===== config.mk =====
export PLATFORM = sky130hd
export DESIGN_NAME = power_cap_thread_dvfs_search_top
export DESIGN_NICKNAME = d
export VERILOG_FILES = /design/src/sv/pctds_pkg.sv /design/src/sv/power_cap_thread_dvfs_search_top.sv
export VERILOG_INCLUDE_DIRS = /design/src /design/src/sv
export SDC_FILE = /design/constraint.sdc
export NUM_CORES = 1
export LEC_CHECK = 0
export BUFFER_PORTS_ARGS = -buffer_cell sky130_fd_sc_hd__buf_2
export CELL_PAD_IN_SITES_DETAIL_PLACEMENT = 1
export CELL_PAD_IN_SITES_GLOBAL_PLACEMENT = 1
export CORE_ASPECT_RATIO = 1.4
export CORE_MARGIN = 2
export CORE_UTILIZATION = 40
export DETAILED_ROUTE_END_ITERATION = 8
export PLACE_DENSITY_LB_ADDON = 0.15
export SETUP_SLACK_MARGIN = 0.4
export SYNTH_ARGS = -nofsm -noshare
export SYNTH_HDL_FRONTEND = slang
export SYNTH_SLANG_ARGS = --single-unit

===== constraint.sdc =====
create_clock -name clk_i -period 16.1 [get_ports clk_i]
set_input_delay 1.61 -clock clk_i [delete_from_list [all_inputs] [get_ports clk_i]]
set_output_delay 1.61 -clock clk_i [all_outputs]
set_load 0.02 [all_outputs]

===== src/sv/power_cap_thread_dvfs_search_top_assert.svh =====
// ----------------------------------------------------------------------------
// power cap thread/dvfs search assertion macros
// shared concurrent assertion forms, clocked on clk_i and off during reset
// ----------------------------------------------------------------------------
`ifndef POWER_CAP_THREAD_DVFS_SEARCH_TOP_ASSERT_SVH
`define POWER_CAP_THREAD_DVFS_SEARCH_TOP_ASSERT_SVH

// property that must hold at every edge out of reset
`define PCTDS_ASSERT(lbl, prop) \
  lbl: assert property (@(posedge clk_i) disable iff (!rst_ni) (prop)) \
    else $error("pctds assertion failed");

// consequent must hold in the cycle after the antecedent
`define PCTDS_ASSERT_NEXT(lbl, ante, cons) \
  lbl: assert property (@(posedge clk_i) disable iff (!rst_ni) (ante) |=> (cons)) \
    else $error("pctds assertion failed");

`endif


===== src/sv/pctds_pkg.sv =====
// ----------------------------------------------------------------------------
// pctds_pkg
// widths, reset values, codes and clamp helpers of the power cap search
// ----------------------------------------------------------------------------
package pctds_pkg;

  localparam int MaxThreads  = 64;
  localparam int PstateCount = 16;

  localparam int ThrW  = 7;
  localparam int PstW  = 4;
  localparam int DataW = 32;
  localparam int CfgIdxW = 3;

  // config register reset values
  localparam logic [DataW-1:0] PowerLimitRst    = DataW'(100000);
  localparam logic [ThrW-1:0]  TotalThreadsRst  = ThrW'(64);
  localparam logic [PstW-1:0]  SlowestPstateRst = PstW'(15);
  localparam logic [ThrW-1:0]  StartThreadsRst  = ThrW'(1);
  localparam logic [PstW-1:0]  StartPstateRst   = PstW'(15);

  localparam logic [1:0] StepSat = 2'd2;

  typedef enum logic [CfgIdxW-1:0] {
    CFG_POWER_LIMIT    = 3'd0,
    CFG_TOTAL_THREADS  = 3'd1,
    CFG_SLOWEST_PSTATE = 3'd2,
    CFG_START_THREADS  = 3'd3,
    CFG_START_PSTATE   = 3'd4
  } cfg_idx_e;

  // search phase, one-hot
  typedef enum logic [2:0] {
    PH_TUNE   = 3'b001,
    PH_FASTER = 3'b010,
    PH_SLOWER = 3'b100
  } phase_e;

  // effective thread limit in [1, MaxThreads]
  function automatic logic [ThrW-1:0] lim_threads(input logic [ThrW-1:0] total);
    logic [ThrW-1:0] r;
    r = total;
    if (total == '0) r = ThrW'(1);
    else if (total > ThrW'(MaxThreads)) r = ThrW'(MaxThreads);
    return r;
  endfunction

  // effective slowest p-state in [1, PstateCount-1]
  function automatic logic [PstW-1:0] lim_pstate(input logic [PstW-1:0] slowest);
    logic [PstW-1:0] r;
    r = slowest;
    if (slowest == '0) r = PstW'(1);
    else if ({1'b0, slowest} > (PstW+1)'(PstateCount - 1)) r = PstW'(PstateCount - 1);
    return r;
  endfunction

  // clamp a thread count candidate to [1, hi]
  function automatic logic [ThrW-1:0] clamp_thr(input logic [ThrW:0] v,
                                                input logic [ThrW-1:0] hi);
    logic [ThrW-1:0] r;
    r = v[ThrW-1:0];
    if (v == '0) r = ThrW'(1);
    else if (v > {1'b0, hi}) r = hi;
    return r;
  endfunction

  // clamp a p-state candidate to [0, hi]
  function automatic logic [PstW-1:0] clamp_pst(input logic [PstW:0] v,
                                                input logic [PstW-1:0] hi);
    logic [PstW-1:0] r;
    r = v[PstW-1:0];
    if (v > {1'b0, hi}) r = hi;
    return r;
  endfunction

endpackage


===== src/sv/power_cap_thread_dvfs_search_top.sv =====
// ----------------------------------------------------------------------------
// power_cap_thread_dvfs_search_top
// thread count and p-state search under a power cap, one interval per item
// ----------------------------------------------------------------------------
// Each input item is one measurement interval (throughput and power at the
// configuration now applied, or a restart request); each item yields exactly
// one result item with the thread count and p-state for the next interval and
// a done flag. The block takes one item per clock cycle while the result is
// taken: an accepted item is caught in the input register, and once the
// result slot is free the whole search step (cap compares, the nine-tenths
// throughput test, phase decisions and clamping) runs as one combinational
// pass and lands in the search state registers, which drive the result
// directly. The result is valid in the cycle after that step; the rate is
// set by that update of the search state, which the next item needs. While a
// result waits on out_ready_i the input register holds one more item, and
// in_ready_o then stays low until the result is taken. Configuration writes
// are always accepted and must only be issued while no item is in flight.
// ----------------------------------------------------------------------------
module power_cap_thread_dvfs_search_top (
  input  logic                            clk_i,
  input  logic                            rst_ni,
  // configuration write channel
  input  logic                            cfg_valid_i,
  output logic                            cfg_ready_o,
  input  logic [pctds_pkg::CfgIdxW-1:0]   cfg_index_i,
  input  logic [pctds_pkg::DataW-1:0]     cfg_data_i,
  // measurement item channel
  input  logic                            in_valid_i,
  output logic                            in_ready_o,
  input  logic                            restart_i,
  input  logic [pctds_pkg::DataW-1:0]     throughput_i,
  input  logic [pctds_pkg::DataW-1:0]     power_i,
  // result item channel
  output logic                            out_valid_o,
  input  logic                            out_ready_i,
  output logic [pctds_pkg::ThrW-1:0]      next_threads_o,
  output logic [pctds_pkg::PstW-1:0]      next_pstate_o,
  output logic                            search_done_o
);

  localparam int ThrW  = pctds_pkg::ThrW;
  localparam int PstW  = pctds_pkg::PstW;
  localparam int DataW = pctds_pkg::DataW;
  localparam int ProdW = DataW + 4;

  // configuration registers
  logic [DataW-1:0] power_limit_q;
  logic [ThrW-1:0]  total_thr_q;
  logic [PstW-1:0]  slowest_pst_q;
  logic [ThrW-1:0]  start_thr_q;
  logic [PstW-1:0]  start_pst_q;

  // input register
  logic             in_vld_q, in_vld_d;
  logic             restart_q;
  logic [DataW-1:0] tput_q;
  logic [DataW-1:0] power_q;

  // result valid
  logic             out_vld_q, out_vld_d;
  logic             advance;

  // search state
  pctds_pkg::phase_e phase_q, phase_d;
  logic [1:0]       step_q, step_d;
  logic             going_down_q, going_down_d;
  logic             stopped_q, stopped_d;
  logic [ThrW-1:0]  cur_thr_q, cur_thr_d;
  logic [PstW-1:0]  cur_pst_q, cur_pst_d;
  logic             best_vld_q, best_vld_d;
  logic [DataW-1:0] best_tput_q, best_tput_d;
  logic [ThrW-1:0]  best_thr_q, best_thr_d;
  logic [PstW-1:0]  best_pst_q, best_pst_d;
  logic [DataW-1:0] level_tput_q, level_tput_d;
  logic [ThrW-1:0]  p0_thr_q, p0_thr_d;
  logic [PstW-1:0]  p0_pst_q, p0_pst_d;

  // step decode helpers
  logic [ThrW-1:0]  tt;
  logic [PstW-1:0]  sp;
  logic             under, over;
  logic [ProdW-1:0] tput_x10, best_x9;
  logic             below, best_pos;
  logic             do_leave0, do_leave1, do_finish;
  logic [ThrW:0]    thr_up, thr_dn;

  // --------------------------------------------------------------------------
  // configuration port, always ready
  // --------------------------------------------------------------------------
  assign cfg_ready_o = 1'b1;

  always_ff @(posedge clk_i or negedge rst_ni) begin
    if (!rst_ni) begin
      power_limit_q <= pctds_pkg::PowerLimitRst;
      total_thr_q   <= pctds_pkg::TotalThreadsRst;
      slowest_pst_q <= pctds_pkg::SlowestPstateRst;
      start_thr_q   <= pctds_pkg::StartThreadsRst;
      start_pst_q   <= pctds_pkg::StartPstateRst;
    end else if (cfg_valid_i) begin
      unique case (cfg_index_i)
        pctds_pkg::CFG_POWER_LIMIT:    power_limit_q <= cfg_data_i;
        pctds_pkg::CFG_TOTAL_THREADS:  total_thr_q   <= cfg_data_i[ThrW-1:0];
        pctds_pkg::CFG_SLOWEST_PSTATE: slowest_pst_q <= cfg_data_i[PstW-1:0];
        pctds_pkg::CFG_START_THREADS:  start_thr_q   <= cfg_data_i[ThrW-1:0];
        pctds_pkg::CFG_START_PSTATE:   start_pst_q   <= cfg_data_i[PstW-1:0];
        default: ;  // indexes past the list are dropped
      endcase
    end
  end

  // --------------------------------------------------------------------------
  // handshake: input register feeds the search step when the result slot
  // is free or being emptied this cycle
  // --------------------------------------------------------------------------
  assign advance    = in_vld_q && (!out_vld_q || out_ready_i);
  assign in_ready_o = !in_vld_q || advance;

  always_comb begin
    in_vld_d = in_ready_o ? in_valid_i : in_vld_q;
    if (advance) out_vld_d = 1'b1;
    else if (out_ready_i) out_vld_d = 1'b0;
    else out_vld_d = out_vld_q;
  end

  always_ff @(posedge clk_i or negedge rst_ni) begin
    if (!rst_ni) begin
      in_vld_q  <= 1'b0;
      out_vld_q <= 1'b0;
    end else begin
      in_vld_q  <= in_vld_d;
      out_vld_q <= out_vld_d;
    end
  end

  // item payload, no reset needed
  always_ff @(posedge clk_i) begin
    if (in_valid_i && in_ready_o) begin
      restart_q <= restart_i;
      tput_q    <= throughput_i;
      power_q   <= power_i;
    end
  end

  // --------------------------------------------------------------------------
  // search step
  // --------------------------------------------------------------------------
  assign tt       = pctds_pkg::lim_threads(total_thr_q);
  assign sp       = pctds_pkg::lim_pstate(slowest_pst_q);
  assign under    = power_q < power_limit_q;  // equal to the cap is neither
  assign over     = power_q > power_limit_q;
  assign tput_x10 = ({4'b0, tput_q} << 3) + ({4'b0, tput_q} << 1);
  assign thr_up   = {1'b0, cur_thr_q} + (ThrW+1)'(1);
  assign thr_dn   = {1'b0, cur_thr_q} - (ThrW+1)'(1);

  always_comb begin
    phase_d      = phase_q;
    step_d       = step_q;
    going_down_d = going_down_q;
    stopped_d    = stopped_q;
    cur_thr_d    = cur_thr_q;
    cur_pst_d    = cur_pst_q;
    best_vld_d   = best_vld_q;
    best_tput_d  = best_tput_q;
    best_thr_d   = best_thr_q;
    best_pst_d   = best_pst_q;
    level_tput_d = level_tput_q;
    p0_thr_d     = p0_thr_q;
    p0_pst_d     = p0_pst_q;
    do_leave0    = 1'b0;
    do_leave1    = 1'b0;
    do_finish    = 1'b0;
    best_x9      = '0;
    below        = 1'b0;
    best_pos     = 1'b0;

    if (advance) begin
      if (restart_q) begin
        phase_d      = pctds_pkg::PH_TUNE;
        step_d       = '0;
        going_down_d = 1'b0;
        stopped_d    = 1'b0;
        best_vld_d   = 1'b0;
        best_tput_d  = '0;
        best_thr_d   = '0;
        best_pst_d   = '0;
        level_tput_d = '0;
        p0_thr_d     = '0;
        p0_pst_d     = '0;
        cur_thr_d    = pctds_pkg::clamp_thr({1'b0, start_thr_q}, tt);
        cur_pst_d    = pctds_pkg::clamp_pst({1'b0, start_pst_q}, sp);
      end else if (!stopped_q) begin
        // best under-cap configuration, against the applied one
        if (under && (!best_vld_q || tput_q > best_tput_q ||
                      (best_thr_q == cur_thr_q && cur_pst_q <= best_pst_q))) begin
          best_vld_d  = 1'b1;
          best_tput_d = tput_q;
          best_thr_d  = cur_thr_q;
          best_pst_d  = cur_pst_q;
        end
        // drop test: 10*t < 9*best, against the updated best
        best_x9  = ({4'b0, best_tput_d} << 3) + {4'b0, best_tput_d};
        below    = best_vld_d && (tput_x10 < best_x9);
        best_pos = best_vld_d && (best_tput_d != '0);

        unique case (phase_q)
          pctds_pkg::PH_TUNE: begin
            if (step_q == '0) begin
              if (cur_thr_q != tt && under) begin
                cur_thr_d = pctds_pkg::clamp_thr(thr_up, tt);
              end else if (cur_thr_q > ThrW'(1)) begin
                going_down_d = 1'b1;
                cur_thr_d    = pctds_pkg::clamp_thr(thr_dn, tt);
              end else begin
                do_leave0 = 1'b1;
              end
            end else if (step_q == 2'd1 && !going_down_q) begin
              if (!below && under && cur_thr_q != tt) begin
                cur_thr_d = pctds_pkg::clamp_thr(thr_up, tt);
              end else if (start_thr_q > ThrW'(1)) begin
                going_down_d = 1'b1;
                cur_thr_d    = pctds_pkg::clamp_thr({1'b0, start_thr_q} - (ThrW+1)'(1), tt);
              end else begin
                do_leave0 = 1'b1;
              end
            end else if (going_down_q) begin
              if (below || cur_thr_q == ThrW'(1)) begin
                do_leave0 = 1'b1;
              end else begin
                cur_thr_d = pctds_pkg::clamp_thr(thr_dn, tt);
              end
            end else begin
              if (over || cur_thr_q == tt || below) begin
                if (start_thr_q > ThrW'(1)) begin
                  going_down_d = 1'b1;
                  cur_thr_d    = pctds_pkg::clamp_thr({1'b0, start_thr_q} - (ThrW+1)'(1), tt);
                end else begin
                  do_leave0 = 1'b1;
                end
              end else begin
                cur_thr_d = pctds_pkg::clamp_thr(thr_up, tt);
              end
            end
          end
          pctds_pkg::PH_FASTER: begin
            if ((under && cur_pst_q == '0) || (over && cur_thr_q == ThrW'(1))) begin
              do_leave1 = 1'b1;
            end else if (under) begin
              cur_pst_d = pctds_pkg::clamp_pst({1'b0, cur_pst_q} - (PstW+1)'(1), sp);
            end else begin
              cur_thr_d = pctds_pkg::clamp_thr(thr_dn, tt);
            end
          end
          default: begin
            // slower p-states, adding threads at each level
            if ((cur_pst_q == sp && over) || (cur_pst_q == sp && cur_thr_q == tt) ||
                tput_q < level_tput_q || (cur_thr_q == tt && under)) begin
              do_finish = 1'b1;
            end else if (under) begin
              if (tput_q > level_tput_q) level_tput_d = tput_q;
              cur_thr_d = pctds_pkg::clamp_thr(thr_up, tt);
            end else begin
              cur_pst_d    = pctds_pkg::clamp_pst({1'b0, cur_pst_q} + (PstW+1)'(1), sp);
              level_tput_d = '0;
            end
          end
        endcase

        // leaving thread tuning: p-state is still the applied one here
        if (do_leave0) begin
          p0_thr_d = best_pos ? best_thr_d : ThrW'(1);
          p0_pst_d = cur_pst_q;
          if (cur_pst_q == '0) begin
            if (best_vld_d && best_thr_d == tt) begin
              do_finish = 1'b1;
            end else begin
              phase_d = pctds_pkg::PH_SLOWER;
              if (best_pos) begin
                cur_thr_d = pctds_pkg::clamp_thr({1'b0, best_thr_d}, tt);
                cur_pst_d = pctds_pkg::clamp_pst({1'b0, cur_pst_q} + (PstW+1)'(1), sp);
              end
              level_tput_d = '0;
            end
          end else begin
            phase_d = pctds_pkg::PH_FASTER;
            if (best_pos) begin
              cur_thr_d = pctds_pkg::clamp_thr({1'b0, best_thr_d}, tt);
              cur_pst_d = pctds_pkg::clamp_pst({1'b0, cur_pst_q} - (PstW+1)'(1), sp);
            end
          end
        end

        // leaving the faster p-state walk
        if (do_leave1) begin
          if (p0_pst_q == sp || (best_vld_d && best_thr_d == tt) || p0_thr_q == tt) begin
            do_finish = 1'b1;
          end else begin
            phase_d = pctds_pkg::PH_SLOWER;
            if (p0_thr_q != '0) begin
              cur_thr_d = pctds_pkg::clamp_thr({1'b0, p0_thr_q}, tt);
              cur_pst_d = pctds_pkg::clamp_pst({1'b0, p0_pst_q} + (PstW+1)'(1), sp);
            end
            level_tput_d = '0;
          end
        end

        if (do_finish) begin
          // apply the best, or one thread at the slowest p-state
          going_down_d = 1'b0;
          stopped_d    = 1'b1;
          level_tput_d = '0;
          p0_thr_d     = '0;
          p0_pst_d     = '0;
          phase_d      = pctds_pkg::PH_TUNE;
          if (!best_vld_d) begin
            best_thr_d = ThrW'(1);
            best_pst_d = sp;
          end
          cur_pst_d = pctds_pkg::clamp_pst({1'b0, best_pst_d}, sp);
          cur_thr_d = pctds_pkg::clamp_thr({1'b0, best_thr_d}, tt);
          step_d    = '0;
        end else if (step_q < pctds_pkg::StepSat) begin
          step_d = step_q + 2'd1;
        end
      end
    end
  end

  always_ff @(posedge clk_i or negedge rst_ni) begin
    if (!rst_ni) begin
      phase_q      <= pctds_pkg::PH_TUNE;
      step_q       <= '0;
      going_down_q <= 1'b0;
      stopped_q    <= 1'b0;
      cur_thr_q    <= pctds_pkg::StartThreadsRst;
      cur_pst_q    <= pctds_pkg::StartPstateRst;
      best_vld_q   <= 1'b0;
      best_tput_q  <= '0;
      best_thr_q   <= '0;
      best_pst_q   <= '0;
      level_tput_q <= '0;
      p0_thr_q     <= '0;
      p0_pst_q     <= '0;
    end else begin
      phase_q      <= phase_d;
      step_q       <= step_d;
      going_down_q <= going_down_d;
      stopped_q    <= stopped_d;
      cur_thr_q    <= cur_thr_d;
      cur_pst_q    <= cur_pst_d;
      best_vld_q   <= best_vld_d;
      best_tput_q  <= best_tput_d;
      best_thr_q   <= best_thr_d;
      best_pst_q   <= best_pst_d;
      level_tput_q <= level_tput_d;
      p0_thr_q     <= p0_thr_d;
      p0_pst_q     <= p0_pst_d;
    end
  end

  // the search state after each step is the result item
  assign out_valid_o    = out_vld_q;
  assign next_threads_o = cur_thr_q;
  assign next_pstate_o  = cur_pst_q;
  assign search_done_o  = stopped_q;

  // --------------------------------------------------------------------------
  // assertions
  // --------------------------------------------------------------------------
  `include "power_cap_thread_dvfs_search_top_assert.svh"

  // a stopped search sits parked in thread tuning with its counters cleared
  `PCTDS_ASSERT(a_done_parked, !stopped_q || (phase_q == pctds_pkg::PH_TUNE && step_q == '0 && !going_down_q))
  // search state only moves when an item is processed
  `PCTDS_ASSERT_NEXT(a_state_hold, !advance, $stable(cur_thr_q) && $stable(cur_pst_q) && $stable(stopped_q))
  // every processed item leaves a result behind
  `PCTDS_ASSERT_NEXT(a_result_follows, advance, out_vld_q)
  // applied thread count is never zero
  `PCTDS_ASSERT(a_thr_nonzero, cur_thr_q != '0)

endmodule

==> metrics.yaml, run 1 <==
peakVddDrop_mv: 0.109
final_nets: 2783
max_slew_margin_pct: 28.5
die_w_um: 192
ys_async_sr_fraction_pct: 71.2
hp-class: "reg -> reg"
crit_fanout: 39
synthFlopType: "dfrtp_1"
holdWs_ns: 0.508
drc_errors: 0
synth_edf_count: 65
rows: 96
max-cap-violations: 0
syn_nets: 2687
ant_nets: 0
core_area_um2: 49000
groute.usage.overall_pct: 27.4
drt-initial-drc-count: 795
fp.dieH_um: 268
powerDensity_nw_per_um2: 211
clock_latency_ns: 0.59
placed_cell_area_um2: 21100
cp_data_arrival_time_ns: 12.15
finalClockSkew_ns: 0.0190
grt.met2_usage_pct: 52.2
synth.distinct_cells: 101
wirelength_mm: 70.8
cp.required_ns: 16.60
start_util_pct: 40.5
design_area_um2: 22100
max_freq_ghz: 0.0858
vias_per_cell: 6.03
power_uw: 4650
clockBufferDepth: 3
fillCellCount: 5842
grt_pass1_wl_mm: 110
setup_tns_ns: 0
gp_congestion: 0.923
antenna_found_initial: 0
io_buffers: 118
ys_warn_count: 0
grt_max_degree: 67
grt-ovfl-total: 0
cp_num_buf_inv: 1
ys_ff_latch: 226
rsz0062_at_grt: "no"
ctsResizeCount: 0
fin_crit_sh_pct: 72.4
final_common_cell: "ha_1"
cts_buffers: 28
grtUsageMet3_pct: 2.96
drv_slew: 0
grt.busiest_layer: "met2"
path_class: "reg -> reg"
syn_area_um2: 19900
min_period_ns: 11.65
tightest_slew_ns: 1.06
cts_tree: "built"
final_hold_viol_count: 0
post_cts_buffers: 0
dp_hpwl_mm: 54.7
cp_slowest_stage_delay_ns: 0.78
grt_pass1_vias: 19629
crit_path_top_delay_cell: "nor3_4"
path_clk_slew_ns: 0.06
grt_util_met1_pct: 30.5
avgSynthCellArea_um2: 8.60
firstDrtPassIters: 5
syn2layout_area_growth_pct: 11.2
critPathTopFamily: "simple AND/OR/NAND/NOR gates"
drive_above_1_share_pct: 11.3
endpoint_kind: "flip-flop"
crit_top_cell: "o21ai_0"
holdBufCountCts: 0
leakage_uw: 0.00974
final_cell_mix: "271 x ha_1, 240 x nand2_1, 206 x o21ai_0, 177 x inv_1, 171 x nor2_1"
htreeDepth: 1
root_buffer: "clkbuf_16"
routedWlPerCell_um: 23.1
syn_inst: 2309
cts_sinks: 226
setup-violations-final: 0
num_vias: 18488
pin_count: 120
status: "completed"
ys_seq_area_share_pct: 30.3
worst_setup_path_start_kind: "flip-flop"
dieArea_um2: 51500
==> cell usage after synthesis (23+ instances only) <==
| library cell | instances | area [µm²] |
|---|---|---|
| clkbuf_1 | 44 | 165 |
| nand4_1 | 50 | 313 |
| edfxtp_1 | 65 | 1950 |
| nor2b_1 | 30 | 188 |
| nor4_1 | 29 | 181 |
| inv_1 | 177 | 664 |
| xor2_1 | 42 | 368 |
| a211oi_1 | 23 | 173 |
| a22o_1 | 43 | 377 |
| ha_1 | 271 | 3390 |
| mux2i_1 | 37 | 370 |
| mux2_2 | 27 | 304 |
| nand3_1 | 60 | 300 |
| a21oi_1 | 160 | 801 |
| xnor2_1 | 49 | 429 |
| nor2_1 | 172 | 646 |
| dfrtp_1 | 139 | 3480 |
| o21ai_0 | 206 | 1030 |
| a21o_1 | 43 | 323 |
| nand2_1 | 240 | 901 |
| nor3_1 | 44 | 220 |
| o21a_1 | 28 | 210 |
==> area by class of cell <==
| cell class | instances | area, µm² | area share [%] |
|---|---|---|---|
| multi-input combinational | 1836 | 12900 | 58.3 |
| sequential | 226 | 6010 | 27.2 |
| clock buffer | 43 | 893 | 4.05 |
| tap | 637 | 797 | 3.61 |
| timing repair buffer | 135 | 724 | 3.28 |
| inverter | 178 | 668 | 3.03 |
| clock inverter | 9 | 104 | 0.470 |
| antenna | 1 | 2.50 | 0.0113 |
==> path summary, 6_finish.rpt <==
| check | end | cells after the start | start | slack [ns] |
|---|---|---|---|---|
| setup / recovery | p0_thr_q[3] | 36 | tput_q[30] | 4.45 |
| hold / removal | level_tput_q[12] | 1 | level_tput_q[12] | 0.51 |
| setup reg to reg | p0_thr_q[3] | 36 | tput_q[30] | 4.45 |
| hold reg to reg | level_tput_q[12] | 1 | level_tput_q[12] | 0.51 |
| max in group asynchronous | next_threads_o[4] | 2 | rst_ni | 13.78 |
| min in group asynchronous | level_tput_q[28] | 1 | rst_ni | 0.96 |
==> metal layers <==
layer,share of wire [%],vias to the layer above
met5,0,-
met4,4.2,0
met3,3.7,162
met2,53,461
met1,39,9200
li1,-,8665
==> worst register-to-register path, delay by kind of cell (launching register included) <==
kind | cells | cell delay [ns]
simple gates | 15 | 5.47
buf+inv | 1 | 0.06
fa+ha+maj | 4 | 1.38
compound gates | 16 | 4.11
flops | 1 | 0.56
==> cell families (layout without fill, tap and decap cells) <==
| family | count (synthesis) | after routing | share of synthesized area [%] |
|---|---|---|---|
| AO/OA/AOI/OAI | 684 | 684 | 22.3 |
| XOR/XNOR | 91 | 91 | 4.01 |
| buffers and inverters | 247 | 365 | 5.04 |
| other | 1 | 2 | 0.0189 |
| flip-flops | 226 | 226 | 30.3 |
| AND/OR/NAND/NOR | 722 | 722 | 17.6 |
| multiplexers | 65 | 65 | 3.45 |
| adder cells (fa/ha/maj) | 273 | 273 | 17.3 |
==> sequential cells by signal, indices dropped and copies added, names as in the netlist, 2 cells and up <==
name / count
total_thr_q: 7
step_q: 2
next_pstate_o: 4
start_thr_q: 7
slowest_pst_q: 4
p0_thr_q: 7
next_threads_o: 7
best_tput_q: 32
phase_q: 3
p0_pst_q: 4
best_pst_q: 4
power_q: 32
tput_q: 32
best_thr_q: 7
power_limit_q: 32
start_pst_q: 4
level_tput_q: 32
==> metrics by stage <==
step / util (%) / instances / worst slack (ns)
finish: 45.0 / 3065 / 4.45
global route: 45.0 / 3064 / 3.85
CTS: 45.0 / 3064 / 4.55
detailed placement: 43.0 / 3012 / 4.61
global placement: 43.0 / 3012 / 5.07
floorplan: - / 2309 / 6.95
==> power by group <==
part | internal, µW | total, µW | switching [µW]
clock network | 401 | 683 | 282
registers | 726 | 920 | 195
logic | 1150 | 3050 | 1900
total | 2280 | 4650 | 2370
(Power assumes the default switching activity.)
==> inputs of run 2 (changes only) <==
==> constraint.sdc (replaced) <==
create_clock -name clk_i -period 11.7 [get_ports clk_i]
set_input_delay 1.17 -clock clk_i [delete_from_list [all_inputs] [get_ports clk_i]]
set_output_delay 1.17 -clock clk_i [all_outputs]
set_load 0.02 [all_outputs]
==> run 2 against run 1 <==
Utilization is 0.077 points higher. Global-route usage grew 0.15 points. Setup slack got worse by 3.2 ns. Clock power grew 32%. Combinational power up 39%. Maximum frequency grew 12%. Total power grew 37%. Sequential share of layout area hardly changed. Final area rose by 0.17%.
==> metrics.yaml, run 2 (synthesis results as in run 1) <==
max_slew_margin_pct: 22.1
peakVddDrop_mv: 0.132
grt_max_degree: 67
setup-violations-final: 0
core_area_um2: 49000
io_buffers: 118
root_buffer: "clkbuf_16"
start_util_pct: 40.5
power_uw: 6350
holdBufCountCts: 0
dieArea_um2: 51500
reg2reg_depth: 40
final_nets: 2796
final_common_cell: "ha_1"
powerDensity_nw_per_um2: 287
drt-initial-drc-count: 735
p_sw_uw: 3240
clockBufferDepth: 3
htreeDepth: 1
num_vias: 18297
crit_path_top_delay_cell: "or4b_1"
drv_slew: 0
pin_count: 120
cp_data_arrival_time_ns: 10.92
fp.dieH_um: 268
leakage_uw: 0.00978
hold_depth: 2
final_hold_viol_count: 0
grt-ovfl-total: 0
max_freq_ghz: 0.0960
pwr-share-seq_pct: 19.3
pwr-share-comb_pct: 66.6
setup_tns_ns: 0
crit_fanout: 32
rsz0062_at_grt: "no"
hp-class: "reg -> reg"
grt_pass1_vias: 19922
final_cell_mix: "271 x ha_1, 240 x nand2_1, 206 x o21ai_0, 177 x inv_1, 171 x nor2_1"
routedWlPerCell_um: 22.9
cts_sinks: 226
endpoint_kind: "flip-flop"
groute.usage.overall_pct: 27.6
switching_share_pct: 51.1
ant_nets: 0
firstDrtPassIters: 4
die_w_um: 192
cp_slowest_stage_delay_ns: 0.55
antenna_found_initial: 1
min_period_ns: 10.42
finalClockSkew_ns: 0.0418
post_cts_buffers: 0
cts_tree: "built"
worst_setup_path_start_kind: "flip-flop"
status: "completed"
gp_congestion: 0.920
path_clk_slew_ns: 0.06
syn2layout_area_growth_pct: 11.4
vias_per_cell: 5.94
clock_power_share_pct: 14.2
wirelength_mm: 70.6
cp.required_ns: 12.20
fin_crit_sh_pct: 89.1
path_class: "reg -> reg"
max-cap-violations: 0
cts_buffers: 28
dp_hpwl_mm: 54.4
drive_above_1_share_pct: 11.9
drc_errors: 0
tightest_slew_ns: 1.15
rows: 96
intPower_uw: 3110
ctsResizeCount: 0
grt_pass1_wl_mm: 111
clock_latency_ns: 0.60
## run 2: cell type report
class                      count  area (µm²)
fill                        5825       26900
multi-input combinational   1836       12900
sequential                   226        6010
timing repair buffer         148         822
tap                          637         797
clock buffer                  37         774
inverter                     178         668
clock inverter                15         163
antenna                        1        2.50
## run 2: power by group through the flow
stage | combinational [µW] | sequential (µW) | clock [µW]
after global placement | 4060 | 1220 | 0
after floorplan | 3020 | 1140 | 0
final | 4230 | 1220 | 899
after CTS | 4220 | 1220 | 918
after detailed placement | 4190 | 1230 | 0
after global routing | 4700 | 1240 | 948
## run 2: stage by stage
step,cell area [µm²],utilization [%],std cells,worst slack (ns),hold slack [ns]
global placement,21200,43.2,3025,1.56,0.478
finish,22100,45.1,3078,1.28,0.504
detailed placement,21200,43.2,3025,1.27,0.491
floorplan,19900,-,2309,2.55,0.457
global route,22100,45.1,3078,0.501,0.525
CTS,22100,45.1,3077,1.21,0.509
## run 2: critical path: cells and delay by family (launching register included)
| kind | cells | cell delay (ns) |
|---|---|---|
| AOI/OAI and AO/OA | 17 | 3.80 |
| buffers and inverters | 4 | 0.82 |
| and+or+nand+nor | 15 | 3.77 |
| adders and majority gates | 4 | 1.36 |
| DFF | 1 | 0.54 |
## run 2: metal layers
metal  track usage [%]  vias to the layer above  wire, µm
met5                 0                        -         0
met4              12.4                        0      3190
met3              2.74                      160      2210
met2              52.5                      335     37600
met1              30.4                     9101     27500
li1                  -                     8701         -
## run 2: worst paths after layout
path                                    from                 to  slack [ns]
max                               tput_q[31]   level_tput_q[12]        1.28
min                        power_limit_q[16]  power_limit_q[16]        0.50
max reg2reg                       tput_q[31]   level_tput_q[12]        1.28
min reg2reg                power_limit_q[16]  power_limit_q[16]        0.50
max in group asynchronous             rst_ni       going_down_q        9.78
min in group asynchronous             rst_ni   level_tput_q[28]        0.51
==> inputs of run 3 (changes only) <==
--- a/config.mk
+++ b/config.mk
@@ -7,8 +7,6 @@
 export NUM_CORES = 1
 export LEC_CHECK = 0
 export BUFFER_PORTS_ARGS = -buffer_cell sky130_fd_sc_hd__buf_2
-export CELL_PAD_IN_SITES_DETAIL_PLACEMENT = 1
-export CELL_PAD_IN_SITES_GLOBAL_PLACEMENT = 1
 export CORE_ASPECT_RATIO = 1.4
 export CORE_MARGIN = 2
 export CORE_UTILIZATION = 40
==> constraint.sdc (replaced) <==
create_clock -name clk_i -period 11.7 [get_ports clk_i]
set_input_delay 0.585 -clock clk_i [delete_from_list [all_inputs] [get_ports clk_i]]
set_output_delay 0.585 -clock clk_i [all_outputs]
set_load 0.02 [all_outputs]
==> run 3 against run 2 <==
Sequential share of layout area about the same. Clock power up 7.7%. Largest power group unchanged. Worst hold slack worse by 0.33 ns. Final cell count down 0.26%. Count of clock-buffer cells in the layout down 7. Critical path type unchanged. Maximum frequency up 0.49%.
==> metrics.yaml, run 3 (synthesis results as in run 1) <==
post_cts_buffers: 0
p_sw_uw: 3200
status: "completed"
antenna_found_initial: 1
max_freq_ghz: 0.0964
wl_met3_mm: 2.29
drv_slew: 0
hp-class: "in -> reg"
core_area_um2: 49000
critPathTopFamily: "compound AO/OA/AOI/OAI gates"
vias_per_cell: 5.90
path_class: "reg -> reg"
final_common_cell: "ha_1"
endpoint_kind: "flip-flop"
cp_slowest_stage_delay_ns: 0.74
path_clk_slew_ns: 0.07
ant_nets: 0
clock_latency_ns: 0.58
num_vias: 18105
fp.dieH_um: 268
grt_pass1_wl_mm: 104
wirelength_mm: 67.1
htreeDepth: 1
pwr-share-comb_pct: 65.8
intPower_uw: 3160
rsz0062_at_grt: "no"
root_buffer: "clkbuf_16"
cp_num_buf_inv: 2
drt-initial-drc-count: 1044
cts_sinks: 226
peakVddDrop_mv: 0.153
firstDrtPassIters: 6
final_hold_viol_count: 0
dieArea_um2: 51500
clock_power_share_pct: 15.2
final_cell_mix: "271 x ha_1, 240 x nand2_1, 206 x o21ai_0, 177 x inv_1, 171 x nor2_1"
highest-signal-layer: "met4"
rows: 96
drc_errors: 0
final_nets: 2789
post-route-util_pct: 45.2
syn2layout_area_growth_pct: 11.5
switching_share_pct: 50.3
routedWlPerCell_um: 21.8
cts_buffers: 27
crit_path_top_delay_cell: "a21oi_4"
worst_setup_path_start_kind: "flip-flop"
fin_crit_sh_pct: 88.6
min_period_ns: 10.37
grt_pass1_vias: 18410
groute.usage.overall_pct: 26.0
dp_hpwl_mm: 51.6
dpl_worst_slack_ns: 1.50
pin_count: 120
setup_ws_ns: 1.33
setup_tns_ns: 0
cp_data_arrival_time_ns: 10.89
crit_fanout: 39
cp.required_ns: 12.22
io_buffers: 118
powerDensity_nw_per_um2: 287
tightest_slew_ns: 1.02
pwr-share-seq_pct: 19.0
grt_max_degree: 66
cts_tree: "built"
fillCellCount: 4907
gp_congestion: 0.951
drive_above_1_share_pct: 11.8
max-cap-violations: 0
start_util_pct: 40.5
clockBufferDepth: 3
max_slew_margin_pct: 31.7
setup-violations-final: 0
die_w_um: 192
grt-ovfl-total: 0
wl_met2_mm: 34.7
drt-met1-wl_mm: 26.6
finalClockSkew_ns: 0.0264
leakage_uw: 0.00978
==> run 3: cell types whose count changed in the layout (fill, tap and decap cells not counted), sizes merged <==
cell and delta:
bufinv +4, clkinv +1, buf -7, clkinvlp +1, clkbuf -7, inv -1, dlygate4sd3 +1
==> run 3: path summary, 6_finish.rpt <==
path | start | end | slack (ns) | cells after the start
max reg2reg | tput_q[15] | level_tput_q[9] | 1.33 | 39
min | throughput_i[3] | tput_q[3] | 0.17 | 1
max | tput_q[15] | level_tput_q[9] | 1.33 | 39
min reg2reg | in_vld_q | out_valid_o | 0.48 | 1
max in group asynchronous | rst_ni | best_pst_q[1] | 9.15 | 4
min in group asynchronous | rst_ni | power_limit_q[11] | 0.48 | 2
==> run 3: layer usage <==
layer  global-route usage [%]  up-vias
li1                         -     8702
met1                     29.7     8804
met2                     47.8      436
met3                     2.27      163
met4                     13.1        0
met5                        0        -
==> run 3: what timing repair did <==
| item | CTS | global route |
|---|---|---|
| resized for setup | 0 | 0 |
| hold endpoints to repair | 35 | 0 |
| hold buffers | 1 | 0 |
==> run 3: per-stage QoR <==
stage / cells / total power (µW) / hold slack, ns / cell area, µm²
detailed placement: 3018 / 5330 / 0.476 / 21100
global placement: 3018 / 5270 / 0.467 / 21100
finish: 3070 / 6360 / 0.173 / 22100
floorplan: 2309 / 4160 / 0.289 / 19900
CTS: 3069 / 6340 / 0.139 / 22100
global route: 3070 / 6890 / 0.147 / 22100
==> run 3: power groups by stage <==
stage | clock network (µW) | logic [µW] | registers (µW)
4_1_cts | 991 | 4140 | 1210
6_report | 968 | 4180 | 1210
3_3_place_gp | 0 | 4050 | 1220
3_5_place_dp | 0 | 4110 | 1220
2_1_floorplan | 0 | 3020 | 1140
5_1_grt | 1020 | 4650 | 1230
==> run 3: cell type report <==
| class | count | area [µm²] | share of cell area [%] |
|---|---|---|---|
| Tap cell | 637 | 797 | 3.60 |
| Clock buffer | 30 | 718 | 3.24 |
| Antenna cell | 1 | 2.50 | 0.0113 |
| Clock inverter | 20 | 288 | 1.30 |
| Sequential cell | 226 | 6010 | 27.1 |
| Multi-Input combinational cell | 1836 | 12900 | 58.2 |
| Timing Repair Buffer | 142 | 779 | 3.52 |
| Inverter | 178 | 668 | 3.02 |
